--- config.mk ---
export PLATFORM = sky130hd
export DESIGN_NAME = addressable_led_pulse_encoder_top_flat
export DESIGN_NICKNAME = d
export VERILOG_FILES = /design/src/design/alpe_pkg.sv /design/src/design/alpe_in_if.sv /design/src/design/alpe_out_if.sv /design/src/design/alpe_front.sv /design/src/design/alpe_back.sv /design/src/design/addressable_led_pulse_encoder_top.sv /design/src/flat_wrapper.sv
export SDC_FILE = /design/constraint.sdc
export NUM_CORES = 1
export LEC_CHECK = 0
export ABC_AREA = 1
export BUFFER_PORTS_ARGS = -buffer_cell sky130_fd_sc_hd__buf_2
export CAP_MARGIN = 20
export CORE_MARGIN = 2
export CORE_UTILIZATION = 25
export DETAILED_ROUTE_END_ITERATION = 10
export GPL_ROUTABILITY_DRIVEN = 0
export HOLD_SLACK_MARGIN = 0.02
export REMOVE_ABC_BUFFERS = 1
export SYNTH_ARGS = -nofsm -noshare
export SYNTH_HDL_FRONTEND = slang
export SYNTH_SLANG_ARGS = --single-unit
export TNS_END_PERCENT = 10
--- constraint.sdc ---
create_clock -name clk -period 7.1 [get_ports clk]
set_clock_uncertainty 0.05 [all_clocks]
set_input_delay 0.355 -clock clk [delete_from_list [all_inputs] [get_ports clk]]
set_output_delay 0.355 -clock clk [all_outputs]
set_load 0.02 [all_outputs]
--- src/design/alpe_pkg.sv ---
`default_nettype none

package alpe_pkg;

	// Width of the word that is shifted out on the line, 24 bits.
	localparam int COLOR_BITS = 24;
	// Fixed widths of the request and register fields.
	localparam int COLOR_W = 24;
	localparam int TICK_W = 12;
	localparam int SLOT_W = 9;
	localparam int CFG_W = 12;
	localparam int RSLOT_W = 8;
	localparam int CFG_IDX_W = 2;

	// Register indexes of the configuration port.
	localparam logic [CFG_IDX_W-1:0] REG_SLOT_PERIOD = 2'd0;
	localparam logic [CFG_IDX_W-1:0] REG_HIGH_ZERO = 2'd1;
	localparam logic [CFG_IDX_W-1:0] REG_HIGH_ONE = 2'd2;
	localparam logic [CFG_IDX_W-1:0] REG_RESET_SLOTS = 2'd3;

	// Register values after reset.
	localparam logic [TICK_W-1:0] SLOT_PERIOD_RST = 12'd180;
	localparam logic [TICK_W-1:0] HIGH_ZERO_RST = 12'd50;
	localparam logic [TICK_W-1:0] HIGH_ONE_RST = 12'd101;
	localparam logic [RSLOT_W-1:0] RESET_SLOTS_RST = 8'd48;

	typedef logic [COLOR_BITS-1:0] word_t;

	// Kind of an input request, as decoded by the front end.
	typedef enum logic {
		CMD_TICK = 1'b0,
		CMD_COLOR = 1'b1
	} cmd_t;

	typedef struct packed {
		cmd_t kind;
		logic [COLOR_W-1:0] color;
	} item_t;

	// Link from the front-end queue to the engine.
	typedef struct packed {
		logic valid;
		item_t item;
	} qlink_t;

endpackage

`default_nettype wire

--- src/design/alpe_in_if.sv ---
`default_nettype none

interface alpe_in_if;
	import alpe_pkg::*;

	logic valid;
	logic ready;
	logic command;
	logic [COLOR_W-1:0] color;

	modport source (output valid, output command, output color, input ready);
	modport sink (input valid, input command, input color, output ready);
endinterface

`default_nettype wire

--- src/design/alpe_out_if.sv ---
`default_nettype none

interface alpe_out_if;
	logic valid;
	logic ready;
	logic line_level;
	logic busy_res;

	modport source (output valid, output line_level, output busy_res, input ready);
	modport sink (input valid, input line_level, input busy_res, output ready);
endinterface

`default_nettype wire

--- src/design/alpe_front.sv ---
`default_nettype none

module alpe_front (
	input wire logic clk,
	input wire logic arst_n,
	alpe_in_if.sink in_ch,
	output alpe_pkg::qlink_t q_out,
	input wire logic q_pop
);
	import alpe_pkg::*;

	item_t entry_q [2];
	logic wr_ptr_q;
	logic rd_ptr_q;
	logic [1:0] count_q;
	logic push;
	item_t item_in;

	// Decode the command into a request kind.
	always_comb begin
		item_in.kind = in_ch.command ? CMD_COLOR : CMD_TICK;
		item_in.color = in_ch.color;
	end

	assign in_ch.ready = (count_q != 2'd2);
	assign push = in_ch.valid && in_ch.ready;

	assign q_out.valid = (count_q != 2'd0);
	assign q_out.item = entry_q[rd_ptr_q];

	// Two-entry queue between the front end and the engine.
	always_ff @(posedge clk or negedge arst_n) begin
		if (!arst_n) begin
			wr_ptr_q <= 1'b0;
			rd_ptr_q <= 1'b0;
			count_q <= 2'd0;
		end else begin
			if (push) begin
				wr_ptr_q <= ~wr_ptr_q;
			end
			if (q_pop) begin
				rd_ptr_q <= ~rd_ptr_q;
			end
			if (push && !q_pop) begin
				count_q <= count_q + 2'd1;
			end else if (!push && q_pop) begin
				count_q <= count_q - 2'd1;
			end
		end
	end

	// Queue payload needs no reset.
	always_ff @(posedge clk) begin
		if (push) begin
			entry_q[wr_ptr_q] <= item_in;
		end
	end

	a_count_bound: assert property (@(posedge clk) disable iff (!arst_n)
		count_q != 2'd3)
		else $error("queue count out of range");

	a_pop_nonempty: assert property (@(posedge clk) disable iff (!arst_n)
		q_pop |-> count_q != 2'd0)
		else $error("pop from an empty queue");

	a_ptr_gap: assert property (@(posedge clk) disable iff (!arst_n)
		(count_q == 2'd1) |-> (wr_ptr_q != rd_ptr_q))
		else $error("queue pointers disagree with count");

endmodule

`default_nettype wire

--- src/design/alpe_back.sv ---
`default_nettype none

module alpe_back (
	input wire logic clk,
	input wire logic arst_n,
	input alpe_pkg::qlink_t q_in,
	output logic q_pop,
	alpe_out_if.source out_ch,
	input wire logic cfg_we,
	input wire logic [alpe_pkg::CFG_IDX_W-1:0] cfg_index,
	input wire logic [alpe_pkg::CFG_W-1:0] cfg_wdata
);
	import alpe_pkg::*;

	// Configuration registers.
	logic [TICK_W-1:0] slot_period_q;
	logic [TICK_W-1:0] high_zero_q;
	logic [TICK_W-1:0] high_one_q;
	logic [RSLOT_W-1:0] reset_slots_q;

	// Encoder state.
	logic [COLOR_W-1:0] pend_color_q;
	logic pend_valid_q;
	word_t shift_q;
	logic [TICK_W-1:0] tick_q;
	logic [SLOT_W-1:0] slot_q;
	logic sending_q;
	logic line_q;

	// Output register.
	logic out_valid_q;
	logic out_line_q;
	logic out_busy_q;

	logic is_tick;
	logic starting;
	logic snd;
	word_t sw;
	logic [TICK_W-1:0] tis;
	logic [SLOT_W-1:0] sn;
	logic [SLOT_W-1:0] sn_next;
	logic in_data;
	logic [TICK_W-1:0] high;
	logic level;
	logic slot_end;
	logic frame_end;

	assign q_pop = q_in.valid && (!out_valid_q || out_ch.ready);
	assign is_tick = (q_in.item.kind == CMD_TICK);

	// A tick on an idle encoder with a pending color starts the frame on that tick.
	always_comb begin
		starting = !sending_q && pend_valid_q;
		snd = sending_q || starting;
		sw = starting ? word_t'(pend_color_q) : shift_q;
		tis = starting ? '0 : tick_q;
		sn = starting ? '0 : slot_q;
		in_data = (sn < SLOT_W'(COLOR_BITS));
		high = sw[COLOR_BITS-1] ? high_one_q : high_zero_q;
		level = snd && in_data && (tis < high);
		slot_end = (({1'b0, tis} + 13'd1) >= {1'b0, slot_period_q});
		sn_next = sn + 9'd1;
		frame_end = ({1'b0, sn_next} >= (10'(COLOR_BITS) + {2'b00, reset_slots_q}));
	end

	// Configuration writes.
	always_ff @(posedge clk or negedge arst_n) begin
		if (!arst_n) begin
			slot_period_q <= SLOT_PERIOD_RST;
			high_zero_q <= HIGH_ZERO_RST;
			high_one_q <= HIGH_ONE_RST;
			reset_slots_q <= RESET_SLOTS_RST;
		end else if (cfg_we) begin
			unique case (cfg_index)
				REG_SLOT_PERIOD: slot_period_q <= cfg_wdata;
				REG_HIGH_ZERO: high_zero_q <= cfg_wdata;
				REG_HIGH_ONE: high_one_q <= cfg_wdata;
				REG_RESET_SLOTS: reset_slots_q <= cfg_wdata[RSLOT_W-1:0];
				default: ;
			endcase
		end
	end

	// Encoder state update and result capture.
	always_ff @(posedge clk or negedge arst_n) begin
		if (!arst_n) begin
			pend_color_q <= '0;
			pend_valid_q <= 1'b0;
			shift_q <= '0;
			tick_q <= '0;
			slot_q <= '0;
			sending_q <= 1'b0;
			line_q <= 1'b0;
			out_valid_q <= 1'b0;
			out_line_q <= 1'b0;
			out_busy_q <= 1'b0;
		end else begin
			out_valid_q <= q_pop || (out_valid_q && !out_ch.ready);
			if (q_pop) begin
				if (!is_tick) begin
					pend_color_q <= q_in.item.color;
					pend_valid_q <= 1'b1;
					out_line_q <= line_q;
					out_busy_q <= sending_q;
				end else begin
					out_line_q <= level;
					out_busy_q <= snd;
					line_q <= level;
					if (starting) begin
						pend_valid_q <= 1'b0;
					end
					if (snd) begin
						if (slot_end) begin
							tick_q <= '0;
							shift_q <= in_data ? (sw << 1) : sw;
							if (frame_end) begin
								sending_q <= 1'b0;
								slot_q <= '0;
							end else begin
								sending_q <= 1'b1;
								slot_q <= sn_next;
							end
						end else begin
							tick_q <= tis + 12'd1;
							shift_q <= sw;
							slot_q <= sn;
							sending_q <= 1'b1;
						end
					end
				end
			end
		end
	end

	assign out_ch.valid = out_valid_q;
	assign out_ch.line_level = out_line_q;
	assign out_ch.busy_res = out_busy_q;

	a_idle_cleared: assert property (@(posedge clk) disable iff (!arst_n)
		!sending_q |-> (tick_q == '0 && slot_q == '0))
		else $error("slot counters not cleared while idle");

	a_frame_start: assert property (@(posedge clk) disable iff (!arst_n)
		(q_pop && is_tick && starting) |=> (sending_q && !pend_valid_q && out_busy_q))
		else $error("frame did not start on a pending color");

	a_idle_tick: assert property (@(posedge clk) disable iff (!arst_n)
		(q_pop && is_tick && !sending_q && !pend_valid_q) |=> (!out_line_q && !out_busy_q))
		else $error("idle tick drove the line");

	a_out_hold: assert property (@(posedge clk) disable iff (!arst_n)
		(out_valid_q && !out_ch.ready) |=> (out_valid_q && $stable({out_line_q, out_busy_q})))
		else $error("result changed while the receiver stalled");

endmodule

`default_nettype wire

--- src/design/addressable_led_pulse_encoder_top.sv ---
// Pulse encoder for a single-wire addressable LED data line.
// Input channel in_ch: each request is either a timer tick (command 0) or a
// new GRB color (command 1, color[23:16] green, [15:8] red, [7:0] blue).
// Output channel out_ch: exactly one result per request, in order, giving
// line_level (the data line after that request) and busy_res.
// A color request replaces any pending color not yet started; the next tick
// on an idle encoder starts the frame: 24 bit slots MSB first, then
// reset_slots low slots. Timing registers are written through cfg_we,
// cfg_index and cfg_wdata; the user must write them only while the
// encoder is idle, which the block itself does not enforce.
// A result passes through the front-end queue and then the engine's
// output register before it can be taken.
// Throughput: one request per cycle while the receiver takes the results.
// Reset clears the queue, the pending color and the frame state, drives the
// line low and loads the default timing (180, 50, 101, 48).
// When the receiver stalls, the output register holds its result, the
// two-entry queue fills and in_ch.ready drops until results are taken.
`default_nettype none

module addressable_led_pulse_encoder_top (
	input wire logic clk,
	input wire logic arst_n,
	alpe_in_if.sink in_ch,
	alpe_out_if.source out_ch,
	input wire logic cfg_we,
	input wire logic [alpe_pkg::CFG_IDX_W-1:0] cfg_index,
	input wire logic [alpe_pkg::CFG_W-1:0] cfg_wdata
);
	import alpe_pkg::*;

	qlink_t q_link;
	logic q_pop;

	// Front end: accept and decode requests into the queue.
	alpe_front u_front (
		.clk (clk),
		.arst_n (arst_n),
		.in_ch (in_ch),
		.q_out (q_link),
		.q_pop (q_pop)
	);

	// Engine: pulse timing, state update and output register.
	alpe_back u_back (
		.clk (clk),
		.arst_n (arst_n),
		.q_in (q_link),
		.q_pop (q_pop),
		.out_ch (out_ch),
		.cfg_we (cfg_we),
		.cfg_index (cfg_index),
		.cfg_wdata (cfg_wdata)
	);

endmodule

`default_nettype wire

--- src/flat_wrapper.sv ---
// flat-port wrapper written by rule: the top's interface ports become plain ports
module addressable_led_pulse_encoder_top_flat import alpe_pkg::*;
  (clk, arst_n, cfg_we, cfg_index, cfg_wdata, in_ch_valid, in_ch_command, in_ch_color, in_ch_ready, out_ch_valid, out_ch_line_level, out_ch_busy_res, out_ch_ready);
  alpe_in_if in_ch_i ();
  alpe_out_if out_ch_i ();
  input wire logic clk;
  input wire logic arst_n;
  input wire logic cfg_we;
  input wire logic [alpe_pkg::CFG_IDX_W-1:0] cfg_index;
  input wire logic [alpe_pkg::CFG_W-1:0] cfg_wdata;
  input wire logic [$bits(in_ch_i.valid)-1:0] in_ch_valid;
  input wire logic [$bits(in_ch_i.command)-1:0] in_ch_command;
  input wire logic [$bits(in_ch_i.color)-1:0] in_ch_color;
  output wire logic [$bits(in_ch_i.ready)-1:0] in_ch_ready;
  output wire logic [$bits(out_ch_i.valid)-1:0] out_ch_valid;
  output wire logic [$bits(out_ch_i.line_level)-1:0] out_ch_line_level;
  output wire logic [$bits(out_ch_i.busy_res)-1:0] out_ch_busy_res;
  input wire logic [$bits(out_ch_i.ready)-1:0] out_ch_ready;
  assign in_ch_i.valid = in_ch_valid;
  assign in_ch_i.command = in_ch_command;
  assign in_ch_i.color = in_ch_color;
  assign in_ch_ready = in_ch_i.ready;
  assign out_ch_valid = out_ch_i.valid;
  assign out_ch_line_level = out_ch_i.line_level;
  assign out_ch_busy_res = out_ch_i.busy_res;
  assign out_ch_i.ready = out_ch_ready;
  addressable_led_pulse_encoder_top u_core (.clk(clk), .arst_n(arst_n), .in_ch(in_ch_i), .out_ch(out_ch_i), .cfg_we(cfg_we), .cfg_index(cfg_index), .cfg_wdata(cfg_wdata));
endmodule
Word-level counts from Yosys, hierarchy flattened
Memories as Yosys holds them, arrays and structs flattened. Cells that the tools add are included.

Memory bits (writable): 50. Logic and storage cells: 82. Memories kept: 1. Register bits: 122. Output and inout port bits: 4. Bits of input ports: 44.

Equality and inequality tests: 4. Order comparisons: 4. Bitwise logic cells: 3. Muxes and demuxes: 20. Reduce and logical (&&, ||, !) cells: 28. Add/sub/neg operators: 6.

Memory list: u_core.u_front.entry_q (depth 2, width 25, read ports 1, clocked after Yosys merged registers in 0, write ports 1, RTL line alpe_front.sv:12) `item_t entry_q [2];`.

Operator list (count): $mux 24 (3); $mux 12 (3); $mux 9 (3); $reduce_and 2->1 (7); $add 12x1->13 const B (1); $ge 13x12->1 (1); $add 12x1->12 const B (1); $lt 12x12->1 (1); $add 5x8->9 const A (1); $add 9x1->9 const B (1); $ge 9x9->1 (1); $lt 9x5->1 const B (1); $mux 1 (9); $logic_and 1x1->1 (8); $reduce_bool 2->1 (3); $logic_not 1->1 (5); $eq 2x2->1 const B (2); $mux 2 (2); $logic_or 1x1->1 (3); $not 1->1 (3); $reduce_and 3->1 (1); $add 2x1->2 const B (1); $eq 2x1->1 const B (1); $logic_not 2->1 (1); 2 further kinds (2).

Logic depth before layout (Yosys ltp)
Gate-level depths: netlist (run 1).

Word-level depth: 7. Mapped depth: 25. Mapped depth without buffers: 23.

Modules after synthesis
A second synthesis (run 1) with hierarchy kept.

Cells, all modules: 1082. Area total of the unflattened synthesis: 9233.9 µm².

By module, submodules not included: alpe_back (instances 1, cells each 978, area an instance 7118.1 µm², seq. area each 2969.1 µm²); alpe_front (instances 1, cells each 104, area an instance 2115.8 µm², seq. area each 1601.5 µm²).

Least setup slack after synthesis (run 1)
No wires, ideal clock.

Path kind: reg2reg. From: register u_core.u_back.sending_q. To: register u_core.u_back.tick_q[11]. Cell stages (with the launch flop): 21. Path buffers: 2. Slack: 3.682 ns. Setup time: 0.077 ns. Data arrival time: 3.291 ns. Cells stage by stage: dfrtp_1 inv_2 nand2_4 buf_6 nand2_2 inv_1 ha_1 inv_1 nor3_4 nand3_1 nor2_2 nand2_1 xor2_1 ha_1 a21o_1 a21oi_1 nand3_4 nor2_1 buf_2 nand2_1 o21ai_1.

Cells in the longest elaborated chain, start to end: 6.

Ends and longest elaborated chain: start: declaration (RTL line alpe_back.sv:27) `logic sending_q;`; start signal: assignment (RTL line alpe_back.sv:92) `sending_q <= 1'b0;`; start signal: assignment (RTL line alpe_back.sv:117) `sending_q <= 1'b0;`; start signal: assignment (RTL line alpe_back.sv:120) `sending_q <= 1'b1;`; $logic_not 1->1 (RTL line alpe_back.sv:53) `starting = !sending_q && pend_valid_q;`; $logic_and 1x1->1 (RTL line alpe_back.sv:53); $mux 12 (RTL line alpe_back.sv:56) `tis = starting ? '0 : tick_q;`; $add 12x1->13 (RTL line alpe_back.sv:61) `slot_end = (({1'b0, tis} + 13'd1) >= {1'b0, slot_period_q});`; $ge 13x12->1 (RTL line alpe_back.sv:61); $mux 12 (RTL line alpe_back.sv:113) `if (slot_end) begin`; end signal: assignment (RTL line alpe_back.sv:124) `tick_q <= tis + 12'd1;`; end: declaration (RTL line alpe_back.sv:25) `logic [TICK_W-1:0] tick_q;`.

Several ways; a longest one is shown, not always the timed one. A chain may end at the register's enable or synchronous reset.

Final worst setup path (run 1)
From: register u_core.u_back.sending_q. To: register u_core.u_back.tick_q[3].

The elaborated chain is that of the path after synthesis.

==> results.cfg, run 1 <==
[clock_network]
path_clk_slew_ns = 0.07
clk_latency_ns = 0.44
cts_root_buffer = clkbuf_16
cts-resized-gates = 0
cts_sinks = 172
cts_tree = done
cts_buffer_depth = 2
htreeDepth = 4
cts_buffers = 17

[run_status]
status = finished clean

[timing]
drv_slew = 0
setup-tns-final_ns = 0
max_freq_mhz = 201
tightest_slew_ns = 0.866
worst_slack_ns = 2.13
grt_setup_unrepaired = no
setup_viol = 0
period_share = 0.700
final.min_clock_period_ns = 4.97
max_slew_margin = 0.420
hold_viol = 0

[yosys]
synth_edf_count = 50
synth_area_leader_cell = dfrtp_1
ys_types = 42
avgSynthCellArea_um2 = 8.36
netlist_top_cells_area = dfrtp_1 (30%), nand2_1 (17%), edfxtp_1 (16%)
syn_inst = 1089
ys_ff_latch = 172
synth_most_common_cell = nand2_1
ys.flop_type = dfrtp_1
synthesis.area_mm2 = 0.00910
ys_top_cells_by_count = nand2_1 (402), dfrtp_1 (109), inv_1 (97)
synth_top_area_share = 0.300
ys_warn_count = 0
synth_seq_area_share = 0.502
async_flop_share = 0.709

[setup_path]
path_max_fanout = 35
cp_slowest_cell = nor2_1
end_kind = flip-flop
crit_type = flip-flop to flip-flop
rr_worst_depth = 23
required_ns = 7.41
critical-path-max-stage-delay_ns = 0.81
crit_chain = inv_2 > nand2_4 > nand2_2 > inv_1 > ha_1 > inv_1 > nor3_4 > nand3_1 > nor2_2 > xor2_1 > ha_1 > nand2_1 > nor2_1 > nand2_1 > nor2_1 > nor2_1 > nand2_1 > nand2_1 > buf_4 > nand3_4 > nor2_1 > nand2_1 > o21ai_1
worstPathArrival_ns = 5.28
crit_path_frequent_cell = nand2_1
cp-start-kind = flip-flop

[global_route]
grt_first_pass_wirelength_mm = 33.8
overflow = 0
grt_pass1_vias = 6810
grt_max_degree = 77
antenna_found_initial = 0
grt_use_total = 0.109

[cells_and_area]
layout-drive-gt1-share = 0.116
fin_util = 0.291
final_area_mm2 = 0.0104
nets = 1198
nFillCells = 3871
area_growth_pct = 14.3
diodes = 0

[die]
die_y_um = 195
row_count = 69
die_x_um = 195
initial_core_util = 0.255
die_area_mm2 = 0.0380
fp.coreArea_mm2 = 0.0357
io_pins = 48

[routing]
wire_per_inst_um = 12.6
dr.pass1.iters = 5
drc = 0
vias_per_cell = 4.40
drtIter0Drc = 397
postRouteAntennaNets = 0
routed_wirelength_mm = 20.0
vias = 7000

[placement]
place_area_mm2 = 0.00976
hpwlAfterDp_mm = 13.6
dp_slack_ns = 2.15
numPortBuffers = 47

[worst_hold_path]
hold_depth = 1
hold_class = input port to flip-flop

[flow_run]
max-cap-violations = 0

[pwr]
max-vdd-ir-drop_mv = 0.273
p_leak_nw = 4.97
power_density_mw_per_mm2 = 415
==> cell families after synthesis <==
logic type	after synthesis	share of synthesized area
AO/OA/AOI/OAI	129	0.0763
XOR/XNOR	19	0.0183
adder cells (fa/ha/maj)	36	0.0495
buffers and inverters	152	0.0686
flip-flops	172	0.502
multiplexers	13	0.0143
AND/OR/NAND/NOR	568	0.271
==> power breakdown <==
group          internal (W)  total [W]  switching [W]  leakage (nW)
logic              0.000648    0.00190        0.00125          2.73
clock network      0.000527   0.000943       0.000416         0.287
registers           0.00133    0.00148       0.000150          1.95
==> cell usage in the layout (no fill, tap or decap), types with 30 or more instances in the layout <==
cell	instances
nand2_1	402
edfxtp_1	50
buf_2	46
nor2_1	55
inv_1	97
nand4_1	38
o21ai_0	53
ha_1	36
o21ai_1	30
dfrtp_1	109
==> registers in the layout (all words and copies together), names as in the netlist, 2 cells and up <==
signal / count
u_core.u_back.high_one_q: 12
u_core.u_front.entry_q: 50
u_core.u_back.tick_q: 12
u_core.u_back.shift_q: 24
u_core.u_back.slot_q: 9
u_core.u_back.high_zero_q: 12
u_core.u_back.reset_slots_q: 8
u_core.u_front.count_q: 2
u_core.u_back.pend_color_q: 24
u_core.u_back.slot_period_q: 12
==> timing repair <==
item / in CTS / in global routing
hold buffers: 2 / 1
endpoints found under the hold margin: 4 / 21
setup buffers: 0 / 0
endpoints found under the setup margin: 0 / 0
==> stage by stage <==
step	hold slack, ns	total power, W	instances
floorplan	0.00941	0.00291	1040
global placement	0.410	0.00337	1556
detailed placement	0.415	0.00341	1556
CTS	0.0201	0.00438	1590
global route	0.0309	0.00472	1592
finish	0.0487	0.00432	1592
==> critical path: cells and delay by family (launching register included) <==
family	cells	cell delay, ns
AND/OR/NAND/NOR	15	2.90
buffers and inverters	4	0.63
AO/OA/AOI/OAI	1	0.11
flip-flops	1	0.48
XOR/XNOR	1	0.21
adder cells (fa/ha/maj)	2	0.47
==> metal layers <==
metal	track usage	routed length, µm	up-vias
met1	0.139	9730	3287
met3	0.0201	468	26
met2	0.183	9470	91
met5	0	0	-
li1	-	-	3596
met4	0.0458	380	0
==> cell type report <==
type	count	area, µm²	area share
inverters	103	387	0.0371
clock inverters	14	160	0.0154
well taps	461	577	0.0554
flip-flops and latches	172	4570	0.439
clock buffers	18	429	0.0412
repair buffers	59	355	0.0341
multi-input cells	765	3930	0.377
==> worst paths after layout <==
| kind | startpoint | to | slack, ns |
|---|---|---|---|
| min | in_ch_color[3] | u_core.u_front.entry_q[0][3] | 0.05 |
| max reg2reg | u_core.u_back.sending_q | u_core.u_back.tick_q[3] | 2.13 |
| min reg2reg | u_core.u_back.shift_q[0] | u_core.u_back.shift_q[0] | 0.43 |
| max in group asynchronous | arst_n | u_core.u_back.high_zero_q[11] | 5.35 |
| max | u_core.u_back.sending_q | u_core.u_back.tick_q[3] | 2.13 |
| min in group asynchronous | arst_n | u_core.u_back.high_zero_q[8] | 0.36 |
Note: power is estimated with default switching activity, not from simulation.
==> run 2: changes to the inputs <==
==> constraint.sdc (replaced) <==
create_clock -name clk -period 4.2 [get_ports clk]
set_clock_uncertainty 0.05 [all_clocks]
set_input_delay 0.21 -clock clk [delete_from_list [all_inputs] [get_ports clk]]
set_output_delay 0.21 -clock clk [all_outputs]
set_load 0.02 [all_outputs]
==> run 2 against run 1 <==
Total power increased by 72%. Combinational power up 72%. Via count grew 1.8%. Core utilization up 0.81 points. Critical path type unchanged. Critical endpoint is now u_core.u_back.shift_q[15]. Largest cell class unchanged. Largest power group unchanged.
==> results.cfg, run 2 (same netlist as run 1, synthesis figures left out) <==
[setup_path]
timing.rr.end = u_core.u_back.shift_q[15]
rr_worst_depth = 24
end_kind = flip-flop
critical-path-max-stage-delay_ns = 0.48
path_max_fanout = 23
crit_chain = inv_2 > nand2_4 > nand2_2 > inv_1 > ha_1 > inv_1 > nor3_4 > nand3_1 > nor2_2 > xor2_1 > ha_1 > nand2_1 > nor2_1 > nand2_1 > nor2_1 > nor2_1 > nand2_1 > nand2_1 > nand3_4 > buf_4 > nand2_1 > nand2_1 > nand2_1 > nand2_1
crit_type = flip-flop to flip-flop
r2r-start = u_core.u_back.sending_q
rrSetupSlack_ns = 0.51
cp-start-kind = flip-flop
required_ns = 4.48
worstPathArrival_ns = 3.96
cp_slowest_cell = dfrtp_1
crit_path_frequent_cell = nand2_1

[worst_hold_path]
hold_class = input port to flip-flop
min_from = cfg_wdata[10]
min_to = u_core.u_back.slot_period_q[10]
hold_depth = 3

[run_status]
status = finished clean

[die]
fp.coreArea_mm2 = 0.0357
die_y_um = 195
io_pins = 48
row_count = 69
die_x_um = 195
die_area_mm2 = 0.0380
initial_core_util = 0.255

[timing]
worst_hold_slack_ns = 0.0314
tightest_slew_ns = 0.858
grt_setup_unrepaired = no
period_share = 0.878
max_freq_mhz = 271
max_slew_margin = 0.426
drv_slew = 0
setup_viol = 0
hold_viol = 0
worst_slack_ns = 0.512
final.min_clock_period_ns = 3.69

[pwr]
p_seq_frac = 0.339
switching_share = 0.416
p_switching_w = 0.00309
power_density_mw_per_mm2 = 694
combPwrFrac = 0.441
internal_power_w = 0.00433
max-vdd-ir-drop_mv = 0.403
p_leak_nw = 5.10
clkPwrFrac = 0.220

[clock_network]
clk_latency_ns = 0.44
cts_buffer_depth = 2
cts_buffers = 17
htreeDepth = 4
cts_tree = done
cts-resized-gates = 0
path_clk_slew_ns = 0.07
cts_root_buffer = clkbuf_16
cts_sinks = 172

[cells_and_area]
final_cell_mix = nand2_1 (402), dfrtp_1 (109), inv_1 (97)
largest_register = u_core.u_front.entry_q
layout-drive-gt1-share = 0.116
final_area_mm2 = 0.0107
largest_register_ffs = 50
final_common_cell = nand2_1
area_growth_pct = 17.5
reg_top3 = u_core.u_front.entry_q x50, u_core.u_back.pend_color_q x24, u_core.u_back.shift_q x24
fin_cells = 1622
nets = 1228
diodes = 0

[global_route]
grt_pass1_vias = 6956
antenna_found_initial = 0
overflow = 0
grt_first_pass_wirelength_mm = 34.9
grt_use_total = 0.112
grt_max_degree = 54

[routing]
postRouteAntennaNets = 0
vias = 7128
drc = 0
vias_per_cell = 4.39
routed_wirelength_mm = 20.6
dr.pass1.iters = 5
drtIter0Drc = 529
wire_per_inst_um = 12.7

[placement]
dp_slack_ns = 0.542
numPlacedInstances = 1561
place_area_mm2 = 0.00980
hpwlAfterDp_mm = 13.9
numPortBuffers = 47

[flow_run]
max-cap-violations = 0
run 2: cell count changes in the layout (fill, tap and decap cells not counted):
cell	delta
dlygate4sd3_1	+26
buf_4	+5
inv_6	+2
inv_8	-2
buf_16	-1
bufinv_16	+1
clkbuf_1	-1
clkinv_1	+1
clkinvlp_4	-1
run 2: critical path, delay by kind of cell (launching register included):
kind | cells | cell delay, ns
XOR/XNOR | 1 | 0.21
flip-flops | 1 | 0.48
adder cells (fa/ha/maj) | 2 | 0.46
buffers and inverters | 4 | 0.59
AND/OR/NAND/NOR | 17 | 1.78
run 2: timing repair:
item | 4_1_cts | 5_1_grt
endpoints found under the hold margin | 104 | 0
hold buffers | 29 | 0
setup buffers | 0 | 0
run 2: routing by layer:
metal  global-route usage  routed length, µm  up-vias
li1                     -                  -     3646
met1                0.148               9790     3324
met2                0.186               9800      132
met3               0.0201                678       26
met4               0.0390                334        0
met5                    0                  0        -
run 2: metrics by stage:
stage | power (W) | TNS (ns) | utilization
floorplan | 0.00491 | -21.65 | -
global placement | 0.00574 | 0 | 0.274
detailed placement | 0.00581 | 0 | 0.274
CTS | 0.00750 | 0 | 0.299
global route | 0.00809 | 0 | 0.299
finish | 0.00742 | 0 | 0.299
run 2: power groups by stage:
stage               registers (W)  logic, W  clock network (W)
global route              0.00258   0.00377            0.00174
global placement          0.00253   0.00321                  0
CTS                       0.00252   0.00330            0.00168
floorplan                 0.00251   0.00240                  0
detailed placement        0.00254   0.00327                  0
finish                    0.00252   0.00327            0.00163
run 2: how the worst max path moves through the flow:
stage                                     from                        end  slack, ns
floorplan              u_core.u_back.sending_q   u_core.u_back.tick_q[11]      -0.76
global placement    u_core.u_back.pend_valid_q   u_core.u_back.shift_q[9]       0.60
detailed placement  u_core.u_back.pend_valid_q  u_core.u_back.shift_q[21]       0.54
CTS                    u_core.u_back.sending_q  u_core.u_back.shift_q[21]       0.52
global route           u_core.u_back.sending_q   u_core.u_back.shift_q[8]       0.12
finish                 u_core.u_back.sending_q  u_core.u_back.shift_q[15]       0.51
run 2: area by class of cell:
class,instances,area [µm²]
clock inverter,15,181
timing repair buffer,89,626
sequential,172,4570
fill,3847,25000
tap,461,577
inverter,103,387
clock buffer,17,425
multi-input combinational,765,3930
==> run 3: changes to the inputs <==
--- a/config.mk
+++ b/config.mk
@@ -13,6 +13,7 @@
 export DETAILED_ROUTE_END_ITERATION = 10
 export GPL_ROUTABILITY_DRIVEN = 0
 export HOLD_SLACK_MARGIN = 0.02
+export RECOVER_POWER = 100
 export REMOVE_ABC_BUFFERS = 1
 export SYNTH_ARGS = -nofsm -noshare
 export SYNTH_HDL_FRONTEND = slang
==> run 3 against run 2 <==
The flow now finishes with violations (max-capacitance violations, max-slew violations). Flip-flop and latch count stayed put. Hold slack about the same. Register-to-register slack got worse by 0.05 ns. Clock power barely moved. Core utilization decreased by 0.16 points. Clock-buffer cell count unchanged. Largest power group unchanged.
==> results.cfg, run 3 (same netlist as run 1, synthesis figures left out) <==
[cells_and_area]
final_common_cell = nand2_1
multi_input_area_mm2 = 0.00392
nets = 1228
largest_register = u_core.u_front.entry_q
nFillCells = 3868
reg_top3 = u_core.u_front.entry_q x50, u_core.u_back.pend_color_q x24, u_core.u_back.shift_q x24
seq_area_mm2 = 0.00457
final_cell_mix = nand2_1 (402), dfrtp_1 (109), inv_1 (98)
diodes = 0
area_growth_pct = 16.8
layout-drive-gt1-share = 0.0913
largest_register_ffs = 50

[pwr]
power_density_mw_per_mm2 = 696
max-vdd-ir-drop_mv = 0.395
power.total_w = 0.00740
p_leak_nw = 5.02

[die]
io_pins = 48
die_y_um = 195
die_x_um = 195
die_area_mm2 = 0.0380
initial_core_util = 0.255
fp.coreArea_mm2 = 0.0357
row_count = 69

[setup_path]
path_max_fanout = 31
cp-start-kind = flip-flop
worstPathArrival_ns = 4.06
end_kind = flip-flop
crit_type = flip-flop to flip-flop
required_ns = 4.52

[timing]
final.min_clock_period_ns = 3.74
worst_slack_ns = 0.465
max_freq_mhz = 268
period_share = 0.889
grt_setup_unrepaired = no
max_slew_margin = -0.997
setup_viol = 0
tightest_slew_ns = 3.00
drv_slew = 107
hold_viol = 0

[run_status]
violations = max-capacitance violations, max-slew violations
status = finished with violations

[global_route]
grt_pass1_vias = 6956
antenna_found_initial = 0
grt_use_total = 0.112
grt_first_pass_wirelength_mm = 34.9
grt_max_degree = 54
overflow = 0

[clock_network]
cts_buffers = 17
path_clk_slew_ns = 0.07
htreeDepth = 4
cts_tree = done
cts_root_buffer = clkbuf_16
cts_buffer_depth = 2
cts_setup_buffers = 0
clk_latency_ns = 0.44
cts_sinks = 172
cts-resized-gates = 0

[routing]
dr.pass1.iters = 5
vias_per_cell = 4.42
wire_per_inst_um = 12.7
drtIter0Drc = 535
postRouteAntennaNets = 0
routed_wirelength_mm = 20.6
vias = 7164
drc = 0

[placement]
numPortBuffers = 47
dp_slack_ns = 0.542
hpwlAfterDp_mm = 13.9

[flow_run]
max-cap-violations = 3

[worst_hold_path]
hold_class = input port to flip-flop
run 3: repair_timing:
| item | CTS | global route |
|---|---|---|
| hold buffers | 29 | 0 |
| hold endpoints to repair | 104 | 0 |
| endpoints found under the setup margin | 0 | 0 |
run 3: final cells by class:
class	instances	area share
sequential	172	0.430
tap	461	0.0542
multi-input combinational	765	0.368
timing repair buffer	89	0.0547
inverter	103	0.0363
clock inverter	15	0.0171
clock buffer	17	0.0400
run 3: stage by stage:
step / util / std cells / TNS, ns / instance area (µm²) / hold WS [ns]
after floorplan: - / 1040 / -21.65 / 8870 / -0.136
final: 0.298 / 1622 / 0 / 10600 / 0.0317
after detailed placement: 0.274 / 1561 / 0 / 9800 / 0.267
after CTS: 0.299 / 1622 / 0 / 10700 / 0.0244
after global placement: 0.274 / 1561 / 0 / 9800 / 0.264
after global routing: 0.298 / 1622 / 0 / 10600 / 0.0481
run 3: critical path, cell delays in order, from the launching register on:
cell and delay (ns):
dfrtp_1 0.48, inv_2 0.11, nand2_4 0.11, clkbuf_4 0.40
nand2_1 0.16, inv_1 0.16, ha_1 0.21, nand4_1 0.18
nor3_1 0.32, xor2_1 0.23, ha_1 0.29, a21oi_1 0.16
o21a_1 0.12, nand4_1 0.14, inv_1 0.24, nand2_1 0.09
nand2_1 0.07, nand3_1 0.08, nand2_1 0.08
run 3: per-layer routing:
layer / track usage / vias to the layer above / routed length [µm]
met5: 0 / - / 0
met4: 0.0390 / 0 / 341
met3: 0.0201 / 25 / 691
met2: 0.186 / 133 / 9760
met1: 0.148 / 3357 / 9800
li1: - / 3649 / -
run 3: final timing paths:
kind                                      startpoint                               to  slack, ns  cells after the start
hold reg to reg            u_core.u_back.shift_q[15]        u_core.u_back.shift_q[15]       0.43                      2
max in group asynchronous                     arst_n        u_core.u_back.shift_q[19]       0.89                      3
setup / recovery             u_core.u_back.sending_q          u_core.u_back.slot_q[4]       0.46                     18
min in group asynchronous                     arst_n     u_core.u_back.high_zero_q[9]       1.25                      2
setup reg to reg             u_core.u_back.sending_q          u_core.u_back.slot_q[4]       0.46                     18
hold / removal                         cfg_wdata[10]  u_core.u_back.slot_period_q[10]       0.03                      3
run 3: report_power, final:
group	internal, W	switching (W)
logic	0.00111	0.00213
clock network	0.000944	0.000688
registers	0.00226	0.000258
